--- config.mk ---
export PLATFORM = sky130hd
export DESIGN_NAME = onewire_bus_master_top
export DESIGN_NICKNAME = d
export VERILOG_FILES = /design/src/design/owb_pkg.sv /design/src/design/owb_cfg.sv /design/src/design/owb_core.sv /design/src/design/onewire_bus_master_top.sv
export VERILOG_INCLUDE_DIRS = /design/src /design/src/design
export SDC_FILE = /design/constraint.sdc
export NUM_CORES = 1
export LEC_CHECK = 0
export ABC_AREA = 1
export BUFFER_PORTS_ARGS = -buffer_cell sky130_fd_sc_hd__buf_2
export CAP_MARGIN = 0
export CORE_AREA = 5 5 173 175
export CTS_CLUSTER_DIAMETER = 120
export DETAILED_ROUTE_END_ITERATION = 10
export DIE_AREA = 0 0 178 180
export GPL_ROUTABILITY_DRIVEN = 0
export GPL_TIMING_DRIVEN = 0
export HOLD_SLACK_MARGIN = 0.02
export PLACE_DENSITY = 0.56
export SLEW_MARGIN = 0
export SYNTH_ARGS = -nofsm -noshare
export SYNTH_HDL_FRONTEND = slang
export SYNTH_SLANG_ARGS = --single-unit
--- constraint.sdc ---
create_clock -name clk -period 6.4 [get_ports clk]
set_input_delay 1.28 -clock clk [delete_from_list [all_inputs] [get_ports clk]]
set_output_delay 1.28 -clock clk [all_outputs]
set_load 0.02 [all_outputs]
--- src/design/onewire_bus_master_top_defines.svh ---
// Assertion macros for the block's top module.
// Each expects clk and arst_n in scope.
`ifndef ONEWIRE_BUS_MASTER_TOP_DEFINES_SVH
`define ONEWIRE_BUS_MASTER_TOP_DEFINES_SVH

// Same-cycle implication.
`define OWB_ASSERT_NOW(lbl, ante, cons, msg) \
	lbl: assert property (@(posedge clk) disable iff (!arst_n) (ante) |-> (cons)) \
		else $error(msg);

// Next-cycle implication.
`define OWB_ASSERT_NEXT(lbl, ante, cons, msg) \
	lbl: assert property (@(posedge clk) disable iff (!arst_n) (ante) |=> (cons)) \
		else $error(msg);

`endif

--- src/design/owb_pkg.sv ---
`timescale 1ns / 1ps
package owb_pkg;

	localparam int TICK_W         = 10;
	localparam int CFG_IDX_W      = 3;
	localparam int KIND_W         = 3;
	localparam int BYTE_W         = 8;
	localparam int BITS_PER_BYTE  = 8;
	localparam int BITS_LEFT_W    = 4;
	localparam int BIT_IDX_W      = 3;
	localparam int RECOVERY_TICKS = 410;

	localparam logic [TICK_W-1:0] RECOVERY_LAST = TICK_W'(RECOVERY_TICKS - 1);

	// item kinds
	localparam logic [KIND_W-1:0] KIND_TICK       = 3'd0;
	localparam logic [KIND_W-1:0] KIND_RESET      = 3'd1;
	localparam logic [KIND_W-1:0] KIND_WRITE_BYTE = 3'd2;
	localparam logic [KIND_W-1:0] KIND_READ_BYTE  = 3'd3;
	localparam logic [KIND_W-1:0] KIND_WRITE_BIT  = 3'd4;
	localparam logic [KIND_W-1:0] KIND_READ_BIT   = 3'd5;

	// register indexes
	localparam logic [CFG_IDX_W-1:0] CFG_SHORT_LOW     = 3'd0;
	localparam logic [CFG_IDX_W-1:0] CFG_ONE_RELEASE   = 3'd1;
	localparam logic [CFG_IDX_W-1:0] CFG_ZERO_LOW      = 3'd2;
	localparam logic [CFG_IDX_W-1:0] CFG_ZERO_RELEASE  = 3'd3;
	localparam logic [CFG_IDX_W-1:0] CFG_READ_SAMPLE   = 3'd4;
	localparam logic [CFG_IDX_W-1:0] CFG_READ_TAIL     = 3'd5;
	localparam logic [CFG_IDX_W-1:0] CFG_RESET_LOW     = 3'd6;
	localparam logic [CFG_IDX_W-1:0] CFG_PRESENCE_WAIT = 3'd7;

	localparam logic [TICK_W-1:0] SHORT_LOW_RST     = 10'd6;
	localparam logic [TICK_W-1:0] ONE_RELEASE_RST   = 10'd64;
	localparam logic [TICK_W-1:0] ZERO_LOW_RST      = 10'd60;
	localparam logic [TICK_W-1:0] ZERO_RELEASE_RST  = 10'd10;
	localparam logic [TICK_W-1:0] READ_SAMPLE_RST   = 10'd9;
	localparam logic [TICK_W-1:0] READ_TAIL_RST     = 10'd55;
	localparam logic [TICK_W-1:0] RESET_LOW_RST     = 10'd480;
	localparam logic [TICK_W-1:0] PRESENCE_WAIT_RST = 10'd70;

	typedef struct packed {
		logic [TICK_W-1:0] short_low;
		logic [TICK_W-1:0] one_release;
		logic [TICK_W-1:0] zero_low;
		logic [TICK_W-1:0] zero_release;
		logic [TICK_W-1:0] read_sample;
		logic [TICK_W-1:0] read_tail;
		logic [TICK_W-1:0] reset_low;
		logic [TICK_W-1:0] presence_wait;
	} cfg_t;

	typedef struct packed {
		logic [KIND_W-1:0] kind;
		logic [BYTE_W-1:0] data_value;
		logic              line_level;
	} item_t;

	typedef struct packed {
		logic              drive_low;
		logic              busy_res;
		logic              done_res;
		logic [BYTE_W-1:0] read_value;
		logic              presence;
		logic              rejected;
	} res_t;

endpackage

--- src/design/owb_cfg.sv ---
`timescale 1ns / 1ps
module owb_cfg
	import owb_pkg::*;
(
	input  logic                 clk,
	input  logic                 arst_n,
	input  logic                 cfg_wr_en,
	input  logic [CFG_IDX_W-1:0] cfg_index,
	input  logic [TICK_W-1:0]    cfg_data,
	output cfg_t                 cfg
);

	cfg_t cfg_q;

	always_ff @(posedge clk or negedge arst_n) begin
		if (!arst_n) begin
			cfg_q.short_low     <= SHORT_LOW_RST;
			cfg_q.one_release   <= ONE_RELEASE_RST;
			cfg_q.zero_low      <= ZERO_LOW_RST;
			cfg_q.zero_release  <= ZERO_RELEASE_RST;
			cfg_q.read_sample   <= READ_SAMPLE_RST;
			cfg_q.read_tail     <= READ_TAIL_RST;
			cfg_q.reset_low     <= RESET_LOW_RST;
			cfg_q.presence_wait <= PRESENCE_WAIT_RST;
		end else if (cfg_wr_en) begin
			unique case (cfg_index)
				CFG_SHORT_LOW:     cfg_q.short_low     <= cfg_data;
				CFG_ONE_RELEASE:   cfg_q.one_release   <= cfg_data;
				CFG_ZERO_LOW:      cfg_q.zero_low      <= cfg_data;
				CFG_ZERO_RELEASE:  cfg_q.zero_release  <= cfg_data;
				CFG_READ_SAMPLE:   cfg_q.read_sample   <= cfg_data;
				CFG_READ_TAIL:     cfg_q.read_tail     <= cfg_data;
				CFG_RESET_LOW:     cfg_q.reset_low     <= cfg_data;
				CFG_PRESENCE_WAIT: cfg_q.presence_wait <= cfg_data;
				default:           cfg_q <= cfg_q;
			endcase
		end
	end

	assign cfg = cfg_q;

endmodule

--- src/design/owb_core.sv ---
`timescale 1ns / 1ps
module owb_core
	import owb_pkg::*;
(
	input  logic  clk,
	input  logic  arst_n,
	input  logic  en,
	input  item_t item,
	input  cfg_t  cfg,
	output res_t  res
);

	// PH_FIN: a write whose slots are all zero length, done on the next tick
	typedef enum logic [3:0] {
		PH_IDLE, PH_LOW, PH_WAIT, PH_SAMPLE, PH_TAIL,
		PH_RLOW, PH_RWAIT, PH_RSAMPLE, PH_RTAIL, PH_FIN
	} phase_t;

	typedef struct packed {
		phase_t                 phase;
		logic [TICK_W-1:0]      count;
		logic [BIT_IDX_W-1:0]   bit_idx;
		logic [BITS_LEFT_W-1:0] bits_left;
		logic [BYTE_W-1:0]      shift_byte;
		logic                   fin;
		logic                   fin_rst;
	} st_t;

	phase_t                 phase_q;
	logic [TICK_W-1:0]      count_q;
	logic [BIT_IDX_W-1:0]   bit_idx_q;
	logic [BITS_LEFT_W-1:0] bits_left_q;
	logic [BYTE_W-1:0]      shift_q;
	logic                   pres_q;
	logic                   is_read_q;

	st_t  nx;
	logic nx_pres;
	logic nx_is_read;

	// Skip every remaining write slot of zero length; stop at the first one
	// that takes bus time, or finish.
	function automatic st_t f_bound(input logic [BITS_LEFT_W-1:0] n,
			input logic [BYTE_W-1:0] s, input logic [BIT_IDX_W-1:0] bi, input cfg_t c);
		st_t               r;
		logic              found;
		logic [BIT_IDX_W-1:0] k;
		logic              nz;
		logic [TICK_W-1:0] low_t;
		logic [TICK_W-1:0] tail_t;
		found = 1'b0;
		k     = '0;
		for (int i = BITS_PER_BYTE - 1; i >= 0; i--) begin
			nz = s[i] ? ((c.short_low | c.one_release) != '0)
			          : ((c.zero_low | c.zero_release) != '0);
			if ((BITS_LEFT_W'(i) < n) && nz) begin
				found = 1'b1;
				k     = BIT_IDX_W'(i);
			end
		end
		low_t     = s[k] ? c.short_low : c.zero_low;
		tail_t    = s[k] ? c.one_release : c.zero_release;
		r.fin_rst = 1'b0;
		if (found) begin
			r.fin        = 1'b0;
			r.bit_idx    = bi + k;
			r.shift_byte = s >> k;
			r.bits_left  = n - {1'b0, k};
			r.phase      = (low_t != '0) ? PH_LOW : PH_TAIL;
			r.count      = (low_t != '0) ? low_t : tail_t;
		end else begin
			r.fin        = 1'b1;
			r.bit_idx    = bi + n[BIT_IDX_W-1:0];
			r.shift_byte = s >> n;
			r.bits_left  = '0;
			r.phase      = PH_IDLE;
			r.count      = '0;
		end
		return r;
	endfunction

	// Start of a read slot, past any zero-length periods.
	function automatic st_t f_rslot(input st_t b, input cfg_t c);
		st_t r;
		r = b;
		if (c.short_low != '0) begin
			r.phase = PH_LOW;
			r.count = c.short_low;
		end else if (c.read_sample != '0) begin
			r.phase = PH_WAIT;
			r.count = c.read_sample;
		end else begin
			r.phase = PH_SAMPLE;
			r.count = TICK_W'(1);
		end
		return r;
	endfunction

	always_comb begin
		st_t                    cur;
		st_t                    rta;
		st_t                    fin_rst_st;
		logic [BYTE_W-1:0]      sh;
		logic                   pr;
		logic [TICK_W-1:0]      cnt;
		logic [TICK_W-1:0]      tail_t;
		logic [BITS_LEFT_W-1:0] bl_dec;

		cur.phase      = phase_q;
		cur.count      = count_q;
		cur.bit_idx    = bit_idx_q;
		cur.bits_left  = bits_left_q;
		cur.shift_byte = shift_q;
		cur.fin        = 1'b0;
		cur.fin_rst    = 1'b0;

		nx         = cur;
		nx_pres    = pres_q;
		nx_is_read = is_read_q;
		res        = '0;

		sh = shift_q;
		if (phase_q == PH_SAMPLE)
			sh[bit_idx_q] = shift_q[bit_idx_q] | item.line_level;
		pr = (phase_q == PH_RSAMPLE) ? ~item.line_level : pres_q;
		cnt    = count_q - TICK_W'(1);
		bl_dec = (bits_left_q != '0) ? bits_left_q - BITS_LEFT_W'(1) : '0;
		tail_t = sh[0] ? cfg.one_release : cfg.zero_release;

		// end of a read slot
		rta            = cur;
		rta.shift_byte = sh;
		rta.bit_idx    = bit_idx_q + BIT_IDX_W'(1);
		rta.bits_left  = bl_dec;
		if (bl_dec == '0) begin
			rta.phase = PH_IDLE;
			rta.count = '0;
			rta.fin   = 1'b1;
		end else begin
			rta = f_rslot(rta, cfg);
		end

		fin_rst_st         = cur;
		fin_rst_st.phase   = PH_IDLE;
		fin_rst_st.count   = '0;
		fin_rst_st.fin     = 1'b1;
		fin_rst_st.fin_rst = 1'b1;

		case (item.kind) inside
			KIND_TICK: begin
				if (phase_q == PH_FIN) begin
					nx.phase     = PH_IDLE;
					res.done_res = 1'b1;
				end else if (phase_q != PH_IDLE) begin
					res.drive_low = (phase_q == PH_LOW) || (phase_q == PH_RLOW);
					nx_pres       = pr;
					nx.shift_byte = sh;
					nx.count      = cnt;
					if (cnt == '0) begin
						unique case (phase_q)
							PH_LOW: begin
								if (is_read_q) begin
									nx.phase = (cfg.read_sample != '0) ? PH_WAIT : PH_SAMPLE;
									nx.count = (cfg.read_sample != '0) ? cfg.read_sample
									                                   : TICK_W'(1);
								end else if (tail_t != '0) begin
									nx.phase = PH_TAIL;
									nx.count = tail_t;
								end else begin
									nx = f_bound(bl_dec, sh >> 1, bit_idx_q + BIT_IDX_W'(1), cfg);
								end
							end
							PH_WAIT: begin
								nx.phase = PH_SAMPLE;
								nx.count = TICK_W'(1);
							end
							PH_SAMPLE: begin
								if (cfg.read_tail > TICK_W'(1)) begin
									nx.phase = PH_TAIL;
									nx.count = cfg.read_tail - TICK_W'(1);
								end else begin
									nx = rta;
								end
							end
							PH_TAIL: begin
								if (is_read_q)
									nx = rta;
								else
									nx = f_bound(bl_dec, sh >> 1, bit_idx_q + BIT_IDX_W'(1), cfg);
							end
							PH_RLOW: begin
								nx.phase = (cfg.presence_wait != '0) ? PH_RWAIT : PH_RSAMPLE;
								nx.count = (cfg.presence_wait != '0) ? cfg.presence_wait
								                                     : TICK_W'(1);
							end
							PH_RWAIT: begin
								nx.phase = PH_RSAMPLE;
								nx.count = TICK_W'(1);
							end
							PH_RSAMPLE: begin
								if (RECOVERY_LAST != '0) begin
									nx.phase = PH_RTAIL;
									nx.count = RECOVERY_LAST;
								end else begin
									nx = fin_rst_st;
								end
							end
							PH_RTAIL: nx = fin_rst_st;
							default:  nx = cur;
						endcase
					end
					if (nx.fin) begin
						res.done_res = 1'b1;
						if (nx.fin_rst)
							res.presence = pr;
						else if (is_read_q)
							res.read_value = nx.shift_byte;
					end
				end
			end
			KIND_RESET, KIND_WRITE_BYTE, KIND_READ_BYTE, KIND_WRITE_BIT, KIND_READ_BIT: begin
				if (phase_q != PH_IDLE) begin
					res.rejected = 1'b1;
				end else begin
					nx.bit_idx = '0;
					case (item.kind) inside
						KIND_RESET: begin
							nx_is_read    = 1'b0;
							nx_pres       = 1'b0;
							nx.bits_left  = '0;
							nx.shift_byte = '0;
							if (cfg.reset_low != '0) begin
								nx.phase = PH_RLOW;
								nx.count = cfg.reset_low;
							end else if (cfg.presence_wait != '0) begin
								nx.phase = PH_RWAIT;
								nx.count = cfg.presence_wait;
							end else begin
								nx.phase = PH_RSAMPLE;
								nx.count = TICK_W'(1);
							end
						end
						KIND_READ_BYTE, KIND_READ_BIT: begin
							nx_is_read    = 1'b1;
							nx.bits_left  = (item.kind == KIND_READ_BYTE)
							              ? BITS_LEFT_W'(BITS_PER_BYTE) : BITS_LEFT_W'(1);
							nx.shift_byte = '0;
							nx = f_rslot(nx, cfg);
						end
						default: begin
							nx_is_read = 1'b0;
							if (item.kind == KIND_WRITE_BYTE)
								nx = f_bound(BITS_LEFT_W'(BITS_PER_BYTE), item.data_value,
									'0, cfg);
							else
								nx = f_bound(BITS_LEFT_W'(1),
									{{(BYTE_W-1){1'b0}}, item.data_value[0]}, '0, cfg);
							if (nx.fin)
								nx.phase = PH_FIN;
						end
					endcase
				end
			end
			default: nx = cur;
		endcase

		res.busy_res = (nx.phase != PH_IDLE);
	end

	always_ff @(posedge clk or negedge arst_n) begin
		if (!arst_n) begin
			phase_q     <= PH_IDLE;
			count_q     <= '0;
			bit_idx_q   <= '0;
			bits_left_q <= '0;
			shift_q     <= '0;
			pres_q      <= 1'b0;
			is_read_q   <= 1'b0;
		end else if (en) begin
			phase_q     <= nx.phase;
			count_q     <= nx.count;
			bit_idx_q   <= nx.bit_idx;
			bits_left_q <= nx.bits_left;
			shift_q     <= nx.shift_byte;
			pres_q      <= nx_pres;
			is_read_q   <= nx_is_read;
		end
	end

endmodule

--- src/design/onewire_bus_master_top.sv ---
`timescale 1ns / 1ps
// 1-Wire bus master stepped by tick items, one per bus microsecond. Command
// items (reset/presence, byte or bit write, byte or bit read) start an
// operation; every tick item carries the sampled line level and returns the
// open-drain drive for that microsecond together with busy, done, the read
// value or presence, and a flag for a command rejected while busy. One item
// is taken every clock cycle when the result side keeps up: an item is held
// in the input register, the state update runs in a single pass and the
// result lands in the output register. Slot timings are in ticks and come
// from the eight configuration registers.
`include "onewire_bus_master_top_defines.svh"
module onewire_bus_master_top
	import owb_pkg::*;
(
	input  logic                 clk,
	input  logic                 arst_n,
	input  logic                 s_tvalid,
	output logic                 s_tready,
	input  logic [15:0]          s_tdata,   // [7:0] data_value, [8] line_level
	input  logic [KIND_W-1:0]    s_tuser,   // [2:0] kind
	output logic                 m_tvalid,
	input  logic                 m_tready,
	output logic [15:0]          m_tdata,   // [0] drive_low, [1] busy_res, [2] done_res,
	                                        // [10:3] read_value, [11] presence, [12] rejected
	input  logic                 cfg_wr_en,
	input  logic [CFG_IDX_W-1:0] cfg_index,
	input  logic [TICK_W-1:0]    cfg_data
);

	item_t item_s1;
	logic  valid_s1;
	res_t  res_q;
	logic  out_valid_q;
	res_t  res;
	cfg_t  cfg;
	logic  advance;

	assign advance  = valid_s1 && (!out_valid_q || m_tready);
	assign s_tready = !valid_s1 || advance;

	always_ff @(posedge clk or negedge arst_n) begin
		if (!arst_n) begin
			valid_s1    <= 1'b0;
			out_valid_q <= 1'b0;
		end else begin
			if (s_tready)
				valid_s1 <= s_tvalid;
			if (advance)
				out_valid_q <= 1'b1;
			else if (m_tready)
				out_valid_q <= 1'b0;
		end
	end

	always_ff @(posedge clk) begin
		if (s_tready && s_tvalid) begin
			item_s1.kind       <= s_tuser;
			item_s1.data_value <= s_tdata[7:0];
			item_s1.line_level <= s_tdata[8];
		end
		if (advance)
			res_q <= res;
	end

	owb_cfg u_cfg (
		.clk       (clk),
		.arst_n    (arst_n),
		.cfg_wr_en (cfg_wr_en),
		.cfg_index (cfg_index),
		.cfg_data  (cfg_data),
		.cfg       (cfg)
	);

	owb_core u_core (
		.clk    (clk),
		.arst_n (arst_n),
		.en     (advance),
		.item   (item_s1),
		.cfg    (cfg),
		.res    (res)
	);

	assign m_tvalid = out_valid_q;
	assign m_tdata  = {3'b000, res_q.rejected, res_q.presence, res_q.read_value,
	                   res_q.done_res, res_q.busy_res, res_q.drive_low};

	`OWB_ASSERT_NOW(a_done_not_rejected, out_valid_q && res_q.done_res, !res_q.rejected, "done and rejected in one item")
	`OWB_ASSERT_NOW(a_done_idle, out_valid_q && res_q.done_res, !res_q.busy_res, "busy still set on done")
	`OWB_ASSERT_NOW(a_read_with_done, out_valid_q && (res_q.read_value != '0), res_q.done_res, "read value without done")
	`OWB_ASSERT_NOW(a_ready_when_empty, !out_valid_q, s_tready, "input stalled with empty output register")
	`OWB_ASSERT_NEXT(a_result_loaded, advance, out_valid_q, "processed item did not reach output")

endmodule
==> metrics.cfg, run 1 <==
[global_route]
antenna_found_initial=0
met2_usage=0.3959
top_usage_layer=met2
grt_pass1_vias=10860
gr-usage-met1=0.3274
grt_overflow=0
grtUsageTotal=0.2474
grt_max_degree=73
grt_pass1_wl_mm=61.58
use_met3=0.03739

[cts]
cts_tree=yes
clk_pin_slew_ns=0.07
cts_resized=0
insertion_delay_ns=0.44
htreeDepth=4
post_cts_buffers=0
cts_sinks=138
hold_buffers=0
cts_buffers=17
clockRootBuffer=clkbuf_16
cts_buffer_depth=2

[yosys]
synthTopCellsByCount=nand2_1, inv_1, o21ai_0
dominantRegCellSynth=dfrtp_1
avgSynthCellArea_um2=6.830
yosys.area.top_type_share=0.2040
synth_top_cell_by_area=dfrtp_1
netlist_top_cells_area=dfrtp_1, nand2_1, o21ai_0, inv_1, edfxtp_1
ys_seq_area_frac=0.3268
yosysMostFrequentCell=nand2_1
synth_edf_count=25
syn_area_um2=11040
synth_cell_types=69
yosysWarningCount=0
syn_inst=1616
synth-seq-cells=138
async_flop_share=0.8188

[drt]
drc_errors=0
vias=11400
firstDrtPassIters=8
first_iter_violations=1030
wire_per_inst_um=19.07
routed_wl_mm=39.65
viasPerCell=5.483
ant_nets=0

[floorplanning]
start_util=0.3898
core_area_um2=28310
die_w_um=178
die_area_um2=32040
num_rows=62
ios=55
die_h_um=180

[finish]
drive_above_1_share=0.1392
syn_to_final_growth_pct=12.15
final_nets=1734
final_util=0.4372
diodes=0
stdcell_area_um2=12380

[sta]
slew_headroom=0.1162
tns_ns=0
fin_ws_ns=1.783
worst_pin_slew_ns=1.314
finalHoldViolCount=0
slew_viol_final=0
rsz0062_at_grt=false
setup_viol=0
fmax_mhz=216.6
finalCriticalPeriod_ns=4.617
skew_ns=0.01487
layout_worst_path_cycle_share=0.7214

[placed_design]
pre_cts_ws_ns=2.013
dpl_cell_area_um2=11780
dp_hpwl_mm=31.35
io_buffer_count=44

[critical_path]
crit_fanout=10
crit_buf_inv=5
cpPeakStageDelay_ns=1.00
cpMostUsedCell=nand2_1
slowest_stage=nor4_1
crit_path_cell_trace=nor2_1 > inv_2 > nor2_8 > inv_1 > o21ai_0 > nand2_1 > buf_2 > nand2_1 > o21ai_0 > nor2_1 > nand3_1 > nor2_1 > nand2_1 > nand2_1 > nand2_1 > nor4_1 > inv_1 > nand3_1 > o2111ai_1 > o211ai_1 > o21ai_0 > inv_1 > nor2_1
crit_required_ns=6.59
critPathTopFamily=simple AND/OR/NAND/NOR gates
cp-start-kind=register
crit_path_end_kind=register
arrival_ns=4.81
critPathKind=register to register

[power]
powerDensity_nw_per_um2=400.3
power.leakage_nw=5.674
vdd_drop_max_uv=206.3
finalPower_w=0.004955

[job]
drv_cap=0

[outcome]
status=completed

[min_path]
hold_class=register to register

## layout by cell type, fill, tap and decap left out, types with 19 or more instances in the layout
cell type	synthesis	final
dfstp_2	23	23
buf_2	5	48
nor2_1	149	149
o21ai_0	175	175
nand3_2	19	19
nand2_1	407	407
nand3_1	95	95
inv_1	209	209
nand2_2	35	35
a21oi_1	65	65
edfxtp_1	25	25
nand4_1	24	24
clkbuf_1	30	30
dfrtp_1	90	90
## where the power goes
part	total [W]	internal (W)	leakage [nW]	switching [W]
Sequential	0.00137	0.00113	1.59	0.000241
Combinational	0.00256	0.000784	3.79	0.00177
Clock	0.00102	0.000578	0.286	0.000446
## metal layers
layer  part of all wire  wire length [µm]  up-vias
met5                  0                 0        -
met4              0.049              1961        0
met3              0.060              2370      100
met2               0.46             18430      444
met1               0.43             16890     5347
li1                   -                 -     5509
## sequential cells by signal, summed over array words and instances, names as in the netlist
register and cells:
u_core.pres_q 1, u_core.bits_left_q 4, m_tdata 13, u_core.phase_q 4
item_s1 12, u_core.bit_idx_q 3, valid_s1 1, u_core.is_read_q 1
m_tvalid 1, u_core.count_q 10, u_core.shift_q 8, u_cfg.cfg 80
## worst paths after layout
check | to | slack, ns | depth (start not counted) | start
min in group asynchronous | u_cfg.cfg[3] | 0.77 | 1 | arst_n
worst max register to register | m_tdata[3] | 1.78 | 23 | u_core.phase_q[2]
max in group asynchronous | u_cfg.cfg[71] | 4.88 | 2 | arst_n
worst min-delay path | u_cfg.cfg[67] | 0.49 | 2 | u_cfg.cfg[67]
worst max-delay path | m_tdata[3] | 1.78 | 23 | u_core.phase_q[2]
worst min register to register | u_cfg.cfg[67] | 0.49 | 2 | u_cfg.cfg[67]
## cell type report
class / count / area [µm²]
timing repair buffer: 45 / 254.0
multi-input combinational: 1204 / 6335
fill: 3006 / 15940
buffer: 48 / 246.5
clock buffer: 19 / 464.2
sequential: 138 / 3607
inverter: 228 / 862.1
tap: 384 / 480.5
clock inverter: 13 / 130.1
## stage by stage
step                      hold WS [ns]  instances
after CTS                       0.4901       2079
after floorplan                 0.4520       1618
after detailed placement        0.4754       2047
final                           0.4893       2079
after global placement          0.4676       2046
after global routing            0.5091       2079
## worst min-delay path: stages (launching register included)
cell,delay [ns]
dfrtp_1,0.34
nand2_1,0.05
o21ai_0,0.06
## cell families (layout without fill, tap and decap cells)
group           count (synthesis)  after routing  synth area share
simple gates                  808            808            0.3480
compound gates                362            362            0.1934
buf+inv                       276            353            0.1004
flops                         138            138            0.3268
xor+xnor                       16             16           0.01270
fa+ha+maj                      15             15           0.01836
other cells                     1              3         0.0003397
Note: power is estimated with default switching activity, not from simulation.
==> run 2, diff against run 1 <==
==> constraint.sdc (replaced) <==
create_clock -name clk -period 4.8 [get_ports clk]
set_input_delay 0.96 -clock clk [delete_from_list [all_inputs] [get_ports clk]]
set_output_delay 0.96 -clock clk [all_outputs]
set_load 0.02 [all_outputs]
==> metrics.cfg, run 2 (synthesis results as in run 1) <==
[outcome]
status=completed

[global_route]
antenna_found_initial=0
grt_pass1_wl_mm=61.58
grt_pass1_vias=10860
grt_max_degree=73
grt_overflow=0
grtUsageTotal=0.2474

[floorplanning]
start_util=0.3898
num_rows=62
die_h_um=180
die_area_um2=32040
core_area_um2=28310
ios=55
die_w_um=178

[critical_path]
crit_fanout=10
reg2regPathDepth=26
r2r_start=u_cfg.cfg[40]
arrival_ns=4.48
crit_required_ns=5.00
regToRegEndpoint=m_tdata[1]
crit_path_end_kind=register
critPathKind=register to register
rrSetupSlack_ns=0.52
cp-start-kind=register

[power]
vdd_drop_max_uv=272.6
intPower_w=0.003330
power.leakage_nw=5.675
pwr-share-seq=0.277
pwr-share-clk=0.207
p_sw_frac=0.4964
power_switching_w=0.003282
powerDensity_nw_per_um2=533.9
p_comb_frac=0.516
finalPower_w=0.006612

[drt]
drc_errors=0
first_iter_violations=1060
viasPerCell=5.475
firstDrtPassIters=7
ant_nets=0
routed_wl_mm=39.72
vias=11380
wire_per_inst_um=19.10

[finish]
final_cell_mix=nand2_1, inv_1, o21ai_0
syn_to_final_growth_pct=12.21
largest_register_ffs=80
layout_commonest_cell=nand2_1
drive_above_1_share=0.1398
instances_no_fill=2079
diodes=0
final_nets=1734

[cts]
hold_buffers=0
cts_buffer_depth=2
cts_tree=yes
cts_buffers=17
clockRootBuffer=clkbuf_16
insertion_delay_ns=0.44
clk_pin_slew_ns=0.07
htreeDepth=4
cts_sinks=138

[sta]
slew_headroom=0.3583
rsz0062_at_grt=false
setup_viol=0
worst_pin_slew_ns=0.9590
finalHoldViolCount=0
skew_ns=0.01456
finalCriticalPeriod_ns=4.285
slew_viol_final=0
tns_ns=0
fmax_mhz=233.4
layout_worst_path_cycle_share=0.8927

[min_path]
hold_class=input port to async pin

[placed_design]
dp_cells=2047
io_buffer_count=44
dp_hpwl_mm=31.35

[job]
drv_cap=0

## run 2: changes by cell type in the layout (fill, tap and decap cells not counted)
| cell | change |
|---|---|
| nor4_1 | -1 |
| nor4_2 | +1 |
## run 2: area by class of cell
type | instances | area, µm²
Fill cell | 3005 | 15930
Multi-Input combinational cell | 1204 | 6341
Sequential cell | 138 | 3607
Inverter | 228 | 862.1
Tap cell | 384 | 480.5
Clock buffer | 19 | 464.2
Timing Repair Buffer | 45 | 254.0
Buffer | 48 | 246.5
Clock inverter | 13 | 130.1
## run 2: worst max-delay path: stages, from the launching register on
cell and delay, ns:
dfrtp_1 0.49, or2_1 0.28, nor3_2 0.36, nand2_2 0.24, inv_2 0.23, nand2_2 0.08
nand3_2 0.10, nand2_1 0.07, nand2_1 0.06, nand2_1 0.05, nand2_1 0.05, nand2_1 0.07
a21oi_2 0.21, nand3_2 0.23, nand2_2 0.16, buf_8 0.14, nand2_1 0.07, o21ai_2 0.12
nand2_2 0.14, nor2_8 0.16, nand3_4 0.11, nand2_2 0.08, nor2_2 0.06, o31ai_2 0.18
nand2_1 0.13, nor2_1 0.10, nand2_1 0.06
## run 2: worst max-delay path by stage
stage	start	cells past startpoint	to	slack, ns
after global routing	u_cfg.cfg[73]	28	m_tdata[1]	0.20
after global placement	u_core.phase_q[2]	23	m_tdata[3]	0.44
final	u_cfg.cfg[40]	26	m_tdata[1]	0.52
after floorplan	u_core.bit_idx_q[0]	22	u_core.bit_idx_q[1]	1.48
after CTS	u_core.phase_q[2]	23	m_tdata[3]	0.40
after detailed placement	u_core.phase_q[2]	23	m_tdata[3]	0.41
## run 2: stage by stage
step           hold slack (ns)  cell area (µm²)  worst slack, ns    util
2_1_floorplan           0.4520            11050            1.477       -
3_3_place_gp            0.4676            11750           0.4418  0.4148
3_5_place_dp            0.4754            11780           0.4131  0.4160
4_1_cts                 0.4574            12370           0.4047  0.4370
5_1_grt                 0.4696            12390           0.1952  0.4374
6_report                0.4443            12390           0.5152  0.4374
## run 2: power groups by stage
stage                     sequential [W]  combinational (W)  clock [W]
after floorplan                  0.00175            0.00247          0
after global placement           0.00184            0.00333          0
after detailed placement         0.00184            0.00335          0
after CTS                        0.00182            0.00337    0.00138
after global routing             0.00187            0.00379    0.00144
final                            0.00183            0.00341    0.00137
## run 2: repair_timing
item,4_1_cts,5_1_grt
resized for setup,0,1
setup endpoints to repair,0,6
setup buffers,0,0
## run 2: per-layer routing
| metal | GRT usage | part of all wire | vias to the layer above | wire [µm] |
|---|---|---|---|---|
| li1 | - | - | 5505 | - |
| met2 | 0.3959 | 0.46 | 434 | 18450 |
| met3 | 0.03739 | 0.059 | 94 | 2325 |
| met1 | 0.3274 | 0.43 | 5349 | 17000 |
| met5 | 0 | 0 | - | 0 |
| met4 | 0.1163 | 0.049 | 0 | 1947 |
==> run 3, diff against run 2 <==
--- a/config.mk
+++ b/config.mk
@@ -9,15 +9,16 @@
 export ABC_AREA = 1
 export BUFFER_PORTS_ARGS = -buffer_cell sky130_fd_sc_hd__buf_2
 export CAP_MARGIN = 0
-export CORE_AREA = 5 5 173 175
+export CORE_AREA = 5 5 174 176
 export CTS_CLUSTER_DIAMETER = 120
 export DETAILED_ROUTE_END_ITERATION = 10
-export DIE_AREA = 0 0 178 180
+export DIE_AREA = 0 0 179 181
 export GPL_ROUTABILITY_DRIVEN = 0
 export GPL_TIMING_DRIVEN = 0
 export HOLD_SLACK_MARGIN = 0.02
-export PLACE_DENSITY = 0.56
+export PLACE_DENSITY = 0.57
 export SLEW_MARGIN = 0
 export SYNTH_ARGS = -nofsm -noshare
 export SYNTH_HDL_FRONTEND = slang
+export SYNTH_HIERARCHICAL = 1
 export SYNTH_SLANG_ARGS = --single-unit
==> metrics.cfg, run 3 <==
[placed_design]
dp_hpwl_mm=31.71
pre_cts_ws_ns=0.4954
dpl_cell_area_um2=11990
io_buffer_count=34

[finish]
multi_input_area_um2=6591
stdcell_area_um2=12610
final_util=0.4429
diodes=0
syn_to_final_growth_pct=11.79
final_cell_mix=nand2_1, inv_1, nor2_1
drive_above_1_share=0.1326
num-fill-cells=3018
regArea_um2=3607
layout_commonest_cell=nand2_1
final_nets=1823
largest_register_ffs=80

[yosys]
syn_inst=1717
async_flop_share=0.8188
yosysMostFrequentCell=nand2_1
yosys.area.top_type_share=0.1997
netlist_top_cells_area=dfrtp_1, nand2_1, edfxtp_1, nand3_1, inv_1
synth_top_cell_by_area=dfrtp_1
synth-seq-cells=138
synthTopCellsByCount=nand2_1, inv_1, nor2_1
avgSynthCellArea_um2=6.569
ys_seq_area_frac=0.3198
dominantRegCellSynth=dfrtp_1
synth_edf_count=25
syn_area_um2=11280
yosysWarningCount=6
synth_cell_types=61

[power]
finalPower_w=0.006035
pwr-share-seq=0.304
p_sw_frac=0.4689
powerDensity_nw_per_um2=478.6
intPower_w=0.003205
pwr-share-clk=0.235
power.leakage_nw=6.112
power_switching_w=0.002830
p_comb_frac=0.461
vdd_drop_max_uv=406.3

[cts]
cts_sinks=138
cts_buffer_depth=2
cts_tree=yes
cts_buffers=17
clk_pin_slew_ns=0.07
insertion_delay_ns=0.45
hold_buffers=0
htreeDepth=4
clockRootBuffer=clkbuf_16
post_cts_buffers=0

[drt]
wire_per_inst_um=18.82
ant_nets=0
routed_wl_mm=40.86
viasPerCell=5.516
firstDrtPassIters=6
vias=11980
drc_errors=0
first_iter_violations=1086

[sta]
finalCriticalPeriod_ns=4.361
fin_ws_ns=0.4389
skew_ns=0.02115
fmax_mhz=229.3
rsz0062_at_grt=false
slew_headroom=0.3458
tns_ns=0
slew_viol_final=0
worst_pin_slew_ns=0.9724
setup_viol=0
finalHoldViolCount=0
layout_worst_path_cycle_share=0.9086

[floorplanning]
die_w_um=179
num_rows=62
start_util=0.3962
ios=55
die_area_um2=32400
die_h_um=181
core_area_um2=28470

[critical_path]
critPathTopFamily=simple AND/OR/NAND/NOR gates
crit_path_end_kind=register
crit_fanout=10
crit_required_ns=4.99
arrival_ns=4.56
slowest_stage=dfrtp_1
cp-start-kind=register
critPathKind=register to register
cpPeakStageDelay_ns=0.48
cpMostUsedCell=nand2_1
crit_buf_inv=6

[global_route]
antenna_found_initial=0
grt_max_degree=61
grt_pass1_wl_mm=63.00
grt_overflow=0
grt_pass1_vias=11180
grtUsageTotal=0.2502

[min_path]
hold_class=input port to async pin

[job]
drv_cap=0

[outcome]
status=completed

-- run 3: cell types whose count changed after synthesis, sizes merged, moves of 16 or more --
| cell | delta |
|---|---|
| o21ai | -75 |
| nor2 | +16 |
| nand2 | +138 |
| nand3 | +45 |
| buf | +19 |
| inv | -25 |
-- run 3: cells by family (layout without fill, tap and decap cells) --
group | after synthesis | in the layout | share of synthesized area
AO/OA/AOI/OAI | 286 | 286 | 0.1483
XOR/XNOR | 17 | 17 | 0.01320
adder cells (fa/ha/maj) | 12 | 12 | 0.01464
buffers and inverters | 259 | 327 | 0.09728
flip-flops | 138 | 138 | 0.3198
multiplexers | 9 | 9 | 0.007987
other | 1 | 3 | 0.0003325
AND/OR/NAND/NOR | 995 | 995 | 0.3984
-- run 3: layout make-up --
class | count | area share
sequential | 138 | 0.2861
timing repair buffer | 36 | 0.01736
clock inverter | 12 | 0.01161
multi-input combinational | 1322 | 0.5227
tap | 384 | 0.03810
inverter | 204 | 0.06092
clock buffer | 20 | 0.03711
buffer | 55 | 0.02610
-- run 3: path summary, 6_finish.rpt --
kind / from / to / slack (ns) / cells past startpoint
worst max-delay path: u_cfg/cfg[45] / m_tdata[1] / 0.44 / 29
worst min-delay path: arst_n / u_cfg/cfg[10] / 0.47 / 1
worst max register to register: u_cfg/cfg[45] / m_tdata[1] / 0.44 / 29
worst min register to register: u_cfg/cfg[6] / u_cfg/cfg[6] / 0.47 / 2
max in group asynchronous: arst_n / u_cfg/cfg[2] / 3.62 / 2
min in group clk: u_cfg/cfg[6] / u_cfg/cfg[6] / 0.47 / 2
-- run 3: what timing repair did --
action                                  CTS  global route
endpoints found under the setup margin    0             1
endpoints found under the hold margin     0             0
gates resized for setup                   0             2
-- run 3: metrics by stage --
| stage | instances | hold slack [ns] |
|---|---|---|
| floorplan | 1719 | 0.4419 |
| global placement | 2137 | 0.4537 |
| detailed placement | 2139 | 0.4571 |
| CTS | 2171 | 0.4674 |
| global route | 2171 | 0.4812 |
| finish | 2171 | 0.4657 |
-- run 3: routing by layer --
metal | share of wire | global-route usage
met5 | 0 | 0
met3 | 0.072 | 0.03324
met4 | 0.037 | 0.09948
met1 | 0.42 | 0.3382
met2 | 0.47 | 0.4039
-- run 3: worst register-to-register path, delay by kind of cell (launching register included) --
kind	cells	cell delay (ns)
and+or+nand+nor	22	2.60
buffers and inverters	6	0.95
DFF	1	0.48
AOI/OAI and AO/OA	1	0.12
-- run 3: power groups by stage --
stage	Combinational, W	Sequential (W)	Clock [W]
final	0.00278	0.00184	0.00142
after detailed placement	0.00271	0.00184	0
after floorplan	0.00206	0.00171	0
after CTS	0.00273	0.00182	0.00144
after global routing	0.00308	0.00186	0.00149
after global placement	0.00268	0.00183	0
